$ cat src/rtl/wsd_pkg.sv
// Package for the WebSocket frame deframer.
// Holds the parser phase codes, header constants and the result beat type.
// No dependencies.
package wsd_pkg;

  typedef enum logic [4:0] {
    PH_HDR0 = 5'b00001,
    PH_HDR1 = 5'b00010,
    PH_EXT  = 5'b00100,
    PH_KEY  = 5'b01000,
    PH_DATA = 5'b10000
  } phase_t;

  localparam int LEN_W = 63;

  localparam logic [6:0] LEN_EXT16 = 7'd126;
  localparam logic [6:0] LEN_EXT64 = 7'd127;
  localparam logic [2:0] EXT16_CNT = 3'd1;
  localparam logic [2:0] EXT64_CNT = 3'd7;
  localparam logic [2:0] KEY_CNT   = 3'd3;
  localparam logic [15:0] MAX_PAYLOAD_RST = 16'd512;

  typedef struct packed {
    logic [7:0] data_byte;
    logic [3:0] frame_opcode;
    logic       final_fragment;
    logic       last;
    logic       truncated;
    logic       empty_res;
  } result_t;

endpackage

$ cat src/rtl/wsd_parser.sv
// Frame header walker and payload unmasking for the WebSocket deframer.
// Depends on wsd_pkg. Produces at most one result beat per accepted byte.
module wsd_parser (
  input  logic            clk,
  input  logic            rst,
  input  logic            accept,
  input  logic [7:0]      rx_byte,
  input  logic [15:0]     max_payload,
  output logic            res_valid,
  output wsd_pkg::result_t res
);
  import wsd_pkg::*;

  phase_t             phase, phase_next;
  logic [3:0]         opcode_reg, opcode_reg_next;
  logic               fin_reg, fin_reg_next;
  logic               masked_reg, masked_reg_next;
  logic [2:0]         ext_cnt, ext_cnt_next;
  logic [LEN_W-1:0]   remaining, remaining_next;
  logic [31:0]        mask_key, mask_key_next;
  logic [15:0]        pos, pos_next;

  logic [LEN_W-1:0]   len_cand;
  logic               hdr_end;
  logic [15:0]        keep;
  logic [16:0]        pos_inc;
  logic               at_keep;
  logic               rem_one;
  logic [7:0]         key_byte;

  assign keep    = (max_payload == 16'd0) ? 16'd1 : max_payload;
  assign pos_inc = {1'b0, pos} + 17'd1;
  assign at_keep = (pos_inc == {1'b0, keep});
  assign rem_one = (remaining == LEN_W'(1));

  always_comb begin
    unique case (pos[1:0])
      2'd0: key_byte = mask_key[31:24];
      2'd1: key_byte = mask_key[23:16];
      2'd2: key_byte = mask_key[15:8];
      default: key_byte = mask_key[7:0];
    endcase
  end

  always_comb begin
    phase_next      = phase;
    opcode_reg_next = opcode_reg;
    fin_reg_next    = fin_reg;
    masked_reg_next = masked_reg;
    ext_cnt_next    = ext_cnt;
    remaining_next  = remaining;
    mask_key_next   = mask_key;
    pos_next        = pos;
    len_cand        = remaining;
    hdr_end         = 1'b0;
    res_valid       = 1'b0;
    res             = '0;
    res.frame_opcode   = opcode_reg;
    res.final_fragment = fin_reg;

    unique case (phase)
      PH_HDR1: begin
        masked_reg_next = rx_byte[7];
        if (rx_byte[6:0] == LEN_EXT16 || rx_byte[6:0] == LEN_EXT64) begin
          ext_cnt_next   = (rx_byte[6:0] == LEN_EXT16) ? EXT16_CNT : EXT64_CNT;
          remaining_next = '0;
          phase_next     = PH_EXT;
        end else begin
          len_cand = LEN_W'(rx_byte[6:0]);
          remaining_next = len_cand;
          if (rx_byte[7]) begin
            phase_next    = PH_KEY;
            ext_cnt_next  = KEY_CNT;
            mask_key_next = '0;
          end else begin
            hdr_end = 1'b1;
          end
        end
      end
      PH_EXT: begin
        len_cand       = {remaining[LEN_W-9:0], rx_byte};
        remaining_next = len_cand;
        if (ext_cnt != 3'd0) begin
          ext_cnt_next = ext_cnt - 3'd1;
        end else if (masked_reg) begin
          phase_next    = PH_KEY;
          ext_cnt_next  = KEY_CNT;
          mask_key_next = '0;
        end else begin
          hdr_end = 1'b1;
        end
      end
      PH_KEY: begin
        mask_key_next = {mask_key[23:0], rx_byte};
        if (ext_cnt != 3'd0) begin
          ext_cnt_next = ext_cnt - 3'd1;
        end else begin
          hdr_end = 1'b1;
        end
      end
      PH_DATA: begin
        if ({1'b0, pos} < {1'b0, keep}) begin
          res_valid      = 1'b1;
          res.data_byte  = rx_byte ^ (masked_reg ? key_byte : 8'd0);
          res.last       = rem_one || at_keep;
          res.truncated  = at_keep && !rem_one;
        end
        pos_next       = (pos == 16'hFFFF) ? pos : pos_inc[15:0];
        remaining_next = remaining - LEN_W'(1);
        if (rem_one) phase_next = PH_HDR0;
      end
      default: begin
        fin_reg_next    = rx_byte[7];
        opcode_reg_next = rx_byte[3:0];
        phase_next      = PH_HDR1;
      end
    endcase

    if (hdr_end) begin
      pos_next = '0;
      if (len_cand == '0) begin
        phase_next    = PH_HDR0;
        res_valid     = 1'b1;
        res.last      = 1'b1;
        res.empty_res = 1'b1;
      end else begin
        phase_next = PH_DATA;
      end
    end

    if (!accept) res_valid = 1'b0;
  end

  always_ff @(posedge clk) begin
    if (rst) begin
      phase      <= PH_HDR0;
      opcode_reg <= '0;
      fin_reg    <= 1'b0;
      masked_reg <= 1'b0;
      ext_cnt    <= '0;
      remaining  <= '0;
      mask_key   <= '0;
      pos        <= '0;
    end else if (accept) begin
      phase      <= phase_next;
      opcode_reg <= opcode_reg_next;
      fin_reg    <= fin_reg_next;
      masked_reg <= masked_reg_next;
      ext_cnt    <= ext_cnt_next;
      remaining  <= remaining_next;
      mask_key   <= mask_key_next;
      pos        <= pos_next;
    end
  end

endmodule

$ cat src/rtl/wsd_out_buf.sv
// Output register with skid stage for the deframer result channel.
// Depends on wsd_pkg for the result beat type.
module wsd_out_buf (
  input  logic             clk,
  input  logic             rst,
  input  logic             push,
  input  wsd_pkg::result_t push_data,
  output logic             full,
  output logic             out_valid,
  input  logic             out_stall,
  output wsd_pkg::result_t out_data
);
  import wsd_pkg::*;

  result_t main_data, skid_data;
  logic    main_valid, skid_valid;
  logic    pop;

  assign pop       = main_valid && !out_stall;
  assign full      = skid_valid;
  assign out_valid = main_valid;
  assign out_data  = main_data;

  always_ff @(posedge clk) begin
    if (rst) begin
      main_valid <= 1'b0;
      skid_valid <= 1'b0;
    end else if (skid_valid) begin
      if (pop) begin
        skid_valid <= 1'b0;
      end
    end else if (push) begin
      if (!main_valid || pop) begin
        main_valid <= 1'b1;
      end else begin
        skid_valid <= 1'b1;
      end
    end else if (pop) begin
      main_valid <= 1'b0;
    end
  end

  always_ff @(posedge clk) begin
    if (skid_valid) begin
      if (pop) main_data <= skid_data;
    end else if (push) begin
      if (!main_valid || pop) begin
        main_data <= push_data;
      end else begin
        skid_data <= push_data;
      end
    end
  end

endmodule

$ cat src/rtl/websocket_frame_deframer.sv
// WebSocket (RFC 6455) receive deframer: takes one byte per clock and emits
// unmasked payload beats tagged with opcode, FIN, last, truncated and empty.
// A byte is accepted every clock while in_stall is low; its result, if any,
// is registered in the output stage and presented from it. A two-deep output
// stage (register plus skid) raises in_stall only when two results wait, so
// the sustained rate is one byte per cycle with no downstream stall. Header
// bytes and payload bytes past max_payload (1 if zero) produce no
// beat; a zero-length frame gives a single empty beat when its header ends.
module websocket_frame_deframer (
  input  logic        clk,
  input  logic        rst,
  input  logic        cfg_wr_en,
  input  logic [15:0] cfg_wr_data,
  input  logic        in_valid,
  output logic        in_stall,
  input  logic [7:0]  rx_byte,
  output logic        out_valid,
  input  logic        out_stall,
  output logic [7:0]  data_byte,
  output logic [3:0]  frame_opcode,
  output logic        final_fragment,
  output logic        last,
  output logic        truncated,
  output logic        empty_res
);
  import wsd_pkg::*;

  logic [15:0] max_payload;
  logic        accept;
  logic        res_valid;
  result_t     res;
  result_t     out_data;

  always_ff @(posedge clk) begin
    if (rst) begin
      max_payload <= MAX_PAYLOAD_RST;
    end else if (cfg_wr_en) begin
      max_payload <= cfg_wr_data;
    end
  end

  assign accept = in_valid && !in_stall;

  wsd_parser u_parser (
    .clk         (clk),
    .rst         (rst),
    .accept      (accept),
    .rx_byte     (rx_byte),
    .max_payload (max_payload),
    .res_valid   (res_valid),
    .res         (res)
  );

  wsd_out_buf u_out_buf (
    .clk       (clk),
    .rst       (rst),
    .push      (res_valid),
    .push_data (res),
    .full      (in_stall),
    .out_valid (out_valid),
    .out_stall (out_stall),
    .out_data  (out_data)
  );

  assign data_byte      = out_data.data_byte;
  assign frame_opcode   = out_data.frame_opcode;
  assign final_fragment = out_data.final_fragment;
  assign last           = out_data.last;
  assign truncated      = out_data.truncated;
  assign empty_res      = out_data.empty_res;

endmodule

$ cat config.mk
export PLATFORM = sky130hd
export DESIGN_NAME = websocket_frame_deframer
export DESIGN_NICKNAME = d
export VERILOG_FILES = /design/src/rtl/wsd_pkg.sv /design/src/rtl/wsd_parser.sv /design/src/rtl/wsd_out_buf.sv /design/src/rtl/websocket_frame_deframer.sv
export SDC_FILE = /design/constraint.sdc
export NUM_CORES = 1
export LEC_CHECK = 0
export BUFFER_PORTS_ARGS = -buffer_cell sky130_fd_sc_hd__buf_2
export CORE_ASPECT_RATIO = 0.9
export CORE_UTILIZATION = 45
export CTS_CLUSTER_SIZE = 14
export DETAILED_ROUTE_END_ITERATION = 8
export GPL_ROUTABILITY_DRIVEN = 0
export PLACE_DENSITY_LB_ADDON = 0.2
export SETUP_SLACK_MARGIN = 0.1
export SYNTH_ARGS = -nofsm -noshare
export SYNTH_HDL_FRONTEND = slang
export SYNTH_HIERARCHICAL = 1
export SYNTH_SLANG_ARGS = --single-unit
export TNS_END_PERCENT = 1
$ cat constraint.sdc
create_clock -name clk -period 5.9 [get_ports clk]
set_clock_uncertainty 0.2 [all_clocks]
set_input_delay 0.295 -clock clk [delete_from_list [all_inputs] [get_ports clk]]
set_output_delay 0.295 -clock clk [all_outputs]
set_load 0.005 [all_outputs]
After elaboration in Yosys (flattened, before gate mapping)
Cells that the tools add are included.
Widths: inputs -> output; s select.
{"block": "totals", "register_bits": 175, "input_bits": 29, "out_inout_bits": 18, "word_cells": 148}
{"block": "op_classes", "n_addsub": 3, "order_cmp": 1, "n_eq_ne": 26, "muxes": 60, "bitwise_logic": 4, "n_reduce_logical": 31}
{"cell": "$pmux 63 s3", "n": 1}
{"cell": "$mux 16", "n": 8}
{"cell": "$mux 32", "n": 4}
{"cell": "$pmux 63 s2", "n": 1}
{"cell": "$pmux 32 s3", "n": 1}
{"cell": "$eq 63x1->1 const B", "n": 1}
{"cell": "$logic_not 63->1", "n": 1}
{"cell": "$mux 63", "n": 1}
{"cell": "$sub 63x1->63 const B", "n": 1}
{"cell": "$mux 5", "n": 7}
{"cell": "$mux 8", "n": 3}
{"cell": "$pmux 8 s3", "n": 1}
{"cell": "$mux 1", "n": 21}
{"cell": "$pmux 5 s4", "n": 1}
{"cell": "$mux 3", "n": 6}
{"cell": "$add 16x1->17 const B", "n": 1}
{"cell": "$eq 17x16->1", "n": 1}
{"cell": "$eq 16x16->1 const B", "n": 1}
{"cell": "$logic_not 16->1", "n": 1}
{"cell": "$lt 16x16->1", "n": 1}
{"cell": "$eq 7x7->1 const B", "n": 2}
{"cell": "$reduce_and 3->1", "n": 4}
{"cell": "$reduce_and 6->1", "n": 2}
{"cell": "$ne 2x1->1 const B", "n": 5}
{"cell": "other kinds (26)", "n": 49}

Logic depth before layout (Yosys ltp)
Gate-level depths: netlist of the first run.
{"block": "depth", "depth_word": 11, "depth_mapped": 12, "mapped_depth_nobuf": 11}

By module
Netlist of the first run, hierarchy kept.
{"mod": "wsd_parser", "instances": 1, "cells_each": 1130, "area_each_um2": 8186.6, "seq_area_each_um2": 2502.4}
{"mod": "wsd_out_buf", "instances": 1, "cells_each": 62, "area_each_um2": 1333.8, "seq_area_each_um2": 1001.0}
{"mod": "websocket_frame_deframer", "instances": 1, "cells_each": 53, "area_each_um2": 588.1, "seq_area_each_um2": 320.3}

Least setup slack after synthesis of the first run
Ideal clock, no wire load.
{"block": "synth_timing", "path_type": "register to register", "startpoint": "register u_parser.remaining[16]", "endpoint": "register u_out_buf/skid_data[0] (netlist bit) (enable)", "setup_ns": 0.388, "arrival_time_ns": 3.314, "required_time_ns": 5.312, "setup_slack_ns": 1.998, "path_stages_with_launch": 10, "n_path_buf": 0, "period_less_slack_ns": 3.902, "cell_sequence": "dfxtp_1 nor4_2 nand3_1 or4_1 or4_1 a21oi_2 nand2_2 a21oi_1 nand2b_4 nor2_1"}
{"block": "synth_via", "elab_chain_len": 7}
{"element": "start: declaration", "line": "wsd_parser.sv:19", "source": "logic [LEN_W-1:0] remaining, remaining_next;"}
{"element": "start signal: assignment", "line": "wsd_parser.sv:150", "source": "remaining <= remaining_next;"}
{"element": "$mux 63", "line": "wsd_parser.sv:64", "source": "if (rx_byte[6:0] == LEN_EXT16 || rx_byte[6:0] == LEN_EXT64) begin"}
{"element": "$pmux 63 s2 *", "line": "wsd_parser.sv:61", "source": "unique case (phase)"}
{"element": "$logic_not 63->1 *", "line": "wsd_parser.sv:121", "source": "if (len_cand == '0) begin"}
{"element": "$mux 1 *", "line": "wsd_parser.sv:121"}
{"element": "$mux 1 *", "line": "wsd_parser.sv:119", "source": "if (hdr_end) begin"}
{"element": "$mux 1 *", "line": "wsd_parser.sv:131", "source": "if (!accept) res_valid = 1'b0;"}
{"element": "named net res_valid", "line": "websocket_frame_deframer.sv:30", "source": "logic res_valid;"}
{"element": "$reduce_and 3->1 (no source line) *"}
{"element": "end signal: assignment", "line": "wsd_out_buf.sv:50", "source": "skid_data <= push_data;"}
{"element": "end: declaration", "line": "wsd_out_buf.sv:15", "source": "result_t main_data, skid_data;"}
Mark *: on every way through the listed nets, which the timed path passes. The rest lies on a longest branch.
A chain may end at the register's enable or synchronous reset.

Worst setup path in the final report of the first run
{"block": "layout_timing", "startpoint": "register u_parser.remaining[22]", "endpoint": "register u_out_buf.main_data, in the netlist u_out_buf/out_data[0] (enable)"}
{"block": "layout_via", "elab_chain_len": 8}
{"element": "$mux 63", "line": "wsd_parser.sv:64"}
{"element": "$pmux 63 s2 *", "line": "wsd_parser.sv:61"}
{"element": "$logic_not 63->1 *", "line": "wsd_parser.sv:121"}
{"element": "$mux 1 *", "line": "wsd_parser.sv:121"}
{"element": "$mux 1 *", "line": "wsd_parser.sv:119"}
{"element": "$mux 1 *", "line": "wsd_parser.sv:131"}
{"element": "named net res_valid", "line": "websocket_frame_deframer.sv:30"}
{"element": "$reduce_bool 2->1 (no source line) *"}
{"element": "$reduce_and 3->1 (no source line) *"}
{"element": "end signal: assignment", "line": "wsd_out_buf.sv:45", "source": "if (pop) main_data <= skid_data;"}
{"element": "end signal: assignment", "line": "wsd_out_buf.sv:48", "source": "main_data <= push_data;"}
{"element": "end: declaration", "line": "wsd_out_buf.sv:15"}
Marked as above.

==> results.txt, run 1 <==
Core Rows = 51
FMAX = 231 MHz
most common cell in the synthesized netlist = nor2_1
total CTS buffers = 17
die width = 160 um
startpoint types = flop
FF-to-FF setup slack = 1560 ps
R2R depth = 9
Post-synth top flop = dfxtp_1
Net Count, Synth = 1,298
Clock transition at path regs = 70 ps
Worst Hold End = u_parser/mask_key[1]$_SDFFE_PP0P_
Max Fanout on Critical Path = 16
Mapped Cells = 1,245
EDFF count, synth = 32
Slew Viols, Final = 0
DRC Markers = 0
Final Non-Filler Cells = 1,561
Initial Util = 0.463
routed length per instance = 17.4 um
HP Start = rx_byte[1]
Max Buffers Root-to-Sink = 2
share of async-settable or async-resettable flops after synthesis = 0
pin count of the biggest net entering global routing = 86
Seq/Total Area, Yosys = 0.378
unrepaired setup endpoints after global routing = false
Reg with most FFs = u_parser/remaining
worst slew pin tran = 1170 ps
worst hold stages = 3
Die ar. = 23,100 sq um
Yosys Warn Count = 6
met3 routed WL = 1680 um
DR top layer = met4
Power Total = 2.54 mW
first-pass iteration count of the detailed router = 6
CTS tree = done
post-cts sizing count = 0
Req. time, crit path = 5760 ps
Leak = 4.25 nW
post-synth top area share = 0.283
vias in the first global route = 8,501
initial antenna violation count = 0
final-layout fill cell count = 2,089
Setup Crit Path Kind = reg -> reg
Placed Instances = 1,509
Hold Buf Count CTS = 20
CTS root buf = clkbuf_16
first-pass GRT wire length = 44,000 um
Inserted Diodes = 0
cell area after placement = 10,400 sq um
Num Clock Sinks = 175
final hold vios = 0
clk_lat worst skew = 440 ps
r2r endpoint = u_out_buf/out_data[0]$_DFFE_PP_
critical path capture point type = flop
min Tclk post-route = 4340 ps
sequential cell area = 3820 sq um
drt total wl = 27,200 um
Synth Register Bits = 175
Setup violations, final = 0
Starting DRT DRC Count = 1,111
area of the multi-input gates = 5790 sq um
met1 WL = 12,700 um
Place WS = 1600 ps
Yosys cell types = 75
status = finished, final reports clean
max reg flops = 63
routed vias = 9,399
Tcrit/Tclk final = 0.735
Mapped Area = 10,100 sq um
Peak supply drop = 0.000178 V
wire length on met2 = 12,500 um
Worst Path Arrival = 4200 ps
num ports = 47
Setup WS post-layout = 1560 ps
post-route setup TNS = 0 ps
Total Routing Usage GR = 0.236
H-tree depth = 4
area delta synth->final = 10.7%
core region area = 21,800 sq um
grt ovf = 0
Nets = 1,310
Max-Cap Viols = 0
area leader, netlist = dfxtp_1
layout cell share with drive strength beyond 1 = 0.0984
Regs by FF count = u_parser/remaining x63, u_parser/mask_key x32
post-DR vias/cell = 6.02
PortBufs = 46
syn_area_per_cell = 8.12 sq um
Die Span Y = 144 um
reg-to-reg startpoint = u_parser/remaining[22]$_SDFFE_PP0P_
Routed Antenna Nets = 0
power density over cell area = 227 nW/um^2
synth cell count leaders = nor2_1 (155), dfxtp_1 (143), nand2_1 (120)
top cells by area, synth = dfxtp_1 (28%), edfxtp_1 (9.5%), nor2_1 (5.8%)
post-route cell area = 11,200 sq um
HPWL after DPL = 18,000 um
Slew Limit Headroom = 0.215
Worst Hold Class = in -> reg
Post-CTS Setup Bufs = 0
power breakdown:
group / internal [mW] / total [mW] / switching (mW)
clock: 0.556 / 1.07 / 0.516
sequential: 1.23 / 1.24 / 0.0170
combinational: 0.0814 / 0.226 / 0.145
layout make-up:
class | instances | share of cell area
tap | 291 | 0.0325
inverter | 35 | 0.0117
multi-input combinational | 950 | 0.518
clock inverter | 13 | 0.0105
timing repair buffer | 78 | 0.0468
clock buffer | 19 | 0.0387
sequential | 175 | 0.342
worst max-delay path, stage by stage, from the launching register on:
cell and delay [ps]:
dfxtp_1 360, nor4_1 520, nand3_1 290, or4_1 570, or4_1 570, a21oi_2 230
nand2_2 110, a21oi_1 360, nand2b_4 100, a21boi_2 640
cells by family after synthesis:
| kind of cell | after synthesis | share of synthesized area |
|---|---|---|
| and+or+nand+nor | 520 | 0.250 |
| buffers and inverters | 120 | 0.0500 |
| adders and majority gates | 24 | 0.0297 |
| AOI/OAI and AO/OA | 334 | 0.216 |
| muxes | 40 | 0.0475 |
| xor gates and xnor gates | 32 | 0.0277 |
| DFF | 175 | 0.378 |
routing by layer:
metal / GRT usage / up-vias
li1: - / 4606
met1: 0.323 / 4420
met2: 0.378 / 337
met3: 0.0416 / 36
met4: 0.0782 / 0
met5: 0 / -
layout by cell type, fill, tap and decap left out, drive strengths merged, types with 4 or more instances in the layout:
cell type and n:
a21o 9, a21oi 79, a222oi 8, a22o 4
a22oi 23, a311oi 7, a31oi 44, a32o 13
a32oi 4, and2 4, and3 11, buf 58
clkbuf 19, dfxtp 143, dlygate4sd3 20, edfxtp 32
ha 24, inv 42, mux2 16, mux2i 24
nand2 121, nand2b 7, nand3 38, nand4 19
nor2 155, nor2b 45, nor3 55, nor4 30
o211ai 8, o21a 7, o21ai 82, o31a 4
o31ai 9, o32ai 6, or3 14, or4 9
xnor2 15, xor2 17
worst max path at each step:
stage                                        startpoint                          endpoint  slack (ps)
global route         u_parser/remaining[3]$_SDFFE_PP0P_   u_out_buf/out_data[0]$_DFFE_PP_        1260
CTS                 u_parser/remaining[22]$_SDFFE_PP0P_  u_out_buf/out_data[12]$_DFFE_PP_        1600
detailed placement  u_parser/remaining[22]$_SDFFE_PP0P_  u_out_buf/out_data[11]$_DFFE_PP_        1600
floorplan           u_parser/remaining[16]$_SDFFE_PP0P_  u_out_buf/skid_data[0]$_DFFE_PP_        2000
global placement    u_parser/remaining[22]$_SDFFE_PP0P_  u_out_buf/out_data[11]$_DFFE_PP_        1740
finish              u_parser/remaining[22]$_SDFFE_PP0P_   u_out_buf/out_data[0]$_DFFE_PP_        1560
per-stage QoR:
step,utilization,hold WS (ps)
finish,0.513,50.7
global route,0.513,60.5
CTS,0.513,36.4
detailed placement,0.478,258
global placement,0.478,253
floorplan,-,157
(Power assumes the default switching activity.)
==> run 2: changes to the inputs <==
==> constraint.sdc (replaced) <==
create_clock -name clk -period 3.6 [get_ports clk]
set_clock_uncertainty 0.2 [all_clocks]
set_input_delay 0.18 -clock clk [delete_from_list [all_inputs] [get_ports clk]]
set_output_delay 0.18 -clock clk [all_outputs]
set_load 0.005 [all_outputs]
==> results.txt, run 2 (synthesis results as in run 1) <==
cell area after placement = 10,800 sq um (+3.8%)
Starting DRT DRC Count = 905 (-19%)
Slew Viols, Final = 0 (unchanged)
critical path cell sequence = nor4_4, nand3_1, or4_1, or4_4, a21oi_4, nand2_2, a21oi_4, nand2b_4, a21boi_4, buf_12
Tcrit/Tclk final = 0.947 (+0.212)
vias in the first global route = 8,854 (+4.2%)
Max Buffers Root-to-Sink = 2 (unchanged)
worst hold slack = 71.0 ps (+20.4 ps)
CTS tree = done
Clock transition at path regs = 80 ps (about the same)
core region area = 21,800 sq um (unchanged)
FF-to-FF setup slack = 190 ps (-1370 ps)
power density over cell area = 376 nW/um^2 (+65%)
routed length per instance = 17.6 um (+0.66%)
Final Util = 0.544 (+0.0318)
grt ovf = 0 (unchanged)
post-route cell area = 11,900 sq um (+6.2%)
Initial Util = 0.463 (unchanged)
die width = 160 um (unchanged)
Inserted Diodes = 0 (unchanged)
Leak = 4.63 nW (+8.9%)
drt total wl = 28,400 um (+4.4%)
Max-Cap Viols = 0 (unchanged)
Power Total = 4.46 mW (+76%)
final-layout fill cell count = 2,029 (-2.9%)
reg-to-reg startpoint = u_parser/remaining[16]$_SDFFE_PP0P_
initial antenna violation count = 0 (unchanged)
first-pass GRT wire length = 46,200 um (+5.1%)
max reg flops = 63 (unchanged)
cell mode on critical path = a21oi_4
num ports = 47 (unchanged)
Total Routing Usage GR = 0.248 (+0.0115)
R2R depth = 10 (+1)
first-pass iteration count of the detailed router = 5 (-1)
FMAX = 293 MHz (+27%)
final hold vios = 0 (unchanged)
Regs by FF count = u_parser/remaining x63, u_parser/mask_key x32
Max Fanout on Critical Path = 16 (unchanged)
worst setup path startpoint = u_parser/remaining[16]$_SDFFE_PP0P_
Worst Hold Class = in -> reg
layout cell share with drive strength beyond 1 = 0.133 (+0.0349)
clk_lat worst skew = 440 ps (about the same)
Reg with most FFs = u_parser/remaining
Worst Path Arrival = 3370 ps (-830 ps)
min Tclk post-route = 3410 ps (-927 ps)
r2r endpoint = u_out_buf/out_data[15]$_DFFE_PP_
pin count of the biggest net entering global routing = 121 (+41%)
Slowest cell on crit path = or4_4
status = finished, final reports clean
Setup violations, final = 0 (unchanged)
area delta synth->final = 17.5%
Setup Crit Path Kind = reg -> reg
DRC Markers = 0 (unchanged)
Die ar. = 23,100 sq um (unchanged)
HPWL after DPL = 18,800 um (+4.1%)
Core Rows = 51 (unchanged)
Routed Antenna Nets = 0 (unchanged)
routed vias = 9,718 (+3.4%)
commonest non-fill, non-tap cells in the layout = nor2_1 (154), dfxtp_1 (143), nand2_1 (119), o21ai_0 (80), a21oi_1 (76)
unrepaired setup endpoints after global routing = true
worst hold stages = 3 (unchanged)
commonest non-fill, non-tap cell in the layout = nor2_1
HP Start = cfg_wr_en
Peak supply drop = 0.000343 V (+92%)
Die Span Y = 144 um (unchanged)
Worst Hold End = max_payload[15]$_SDFFE_PP0P_
Num Clock Sinks = 175 (unchanged)
total CTS buffers = 17 (unchanged)
Slew Limit Headroom = 0.156 (-0.0595)
startpoint types = flop
Nets = 1,368 (+4.4%)
PortBufs = 46 (unchanged)
critical path capture point type = flop
Req. time, crit path = 3560 ps (-2200 ps)
worst slew pin tran = 1260 ps (+88.6 ps)
post-DR vias/cell = 6.00 (-0.31%)
H-tree depth = 4 (unchanged)
CP peak stage delay = 580 ps (-60 ps)
CTS root buf = clkbuf_16
-- run 2: what timing repair did --
item                                    in CTS  in global routing
hold buffers                                33                  0
endpoints found under the setup margin      34                 36
gates cloned                                 0                  0
hold endpoints to repair                    40                  0
pin swaps                                    0                  1
setup buffers                                0                  1
gates resized for setup                      1                  7
-- run 2: how the worst max path moves through the flow --
stage / end / slack [ps] / cells after the start
2_1_floorplan: u_out_buf/out_data[0]$_DFFE_PP_ / 50 / 9
6_report: u_out_buf/out_data[15]$_DFFE_PP_ / 190 / 10
3_3_place_gp: u_out_buf/out_data[13]$_DFFE_PP_ / 20 / 10
5_1_grt: u_out_buf/out_data[3]$_DFFE_PP_ / 60 / 10
3_5_place_dp: u_out_buf/out_data[14]$_DFFE_PP_ / -10 / 10
4_1_cts: u_out_buf/out_data[1]$_DFFE_PP_ / 40 / 11
-- run 2: layout make-up --
class,instances,area [sq um],share of cell area
tap,291,364,0.0306
sequential,175,3820,0.322
timing repair buffer,136,1040,0.0876
clock buffer,18,450,0.0379
inverter,35,131,0.0111
clock inverter,14,218,0.0183
multi-input combinational,950,5850,0.493
-- run 2: routing by layer --
metal | up-vias | part of all wire | track usage
met5 | - | 0 | 0
met4 | 0 | 0.016 | 0.0692
met3 | 43 | 0.053 | 0.0410
met2 | 308 | 0.46 | 0.407
met1 | 4650 | 0.47 | 0.337
li1 | 4717 | - | -
-- run 2: critical path, delay by kind of cell (launching register included) --
family / cells / cell delay, ps
simple gates: 6 / 1830
flops: 1 / 370
buf+inv: 1 / 160
compound gates: 3 / 560
-- run 2: where the power goes --
part,total (mW),internal (mW),switching (mW)
registers,2.04,2.01,0.0276
clock network,2.02,1.06,0.961
logic,0.405,0.156,0.248
total,4.46,3.23,1.24
-- run 2: metrics by stage --
stage | instances | setup TNS (ps) | setup slack (ps)
after global routing | 1619 | 0 | 63.5
after global placement | 1553 | 0 | 20.4
after detailed placement | 1553 | -147 | -9.82
final | 1619 | 0 | 189
after floorplan | 1245 | 0 | 46.0
after CTS | 1618 | 0 | 37.3
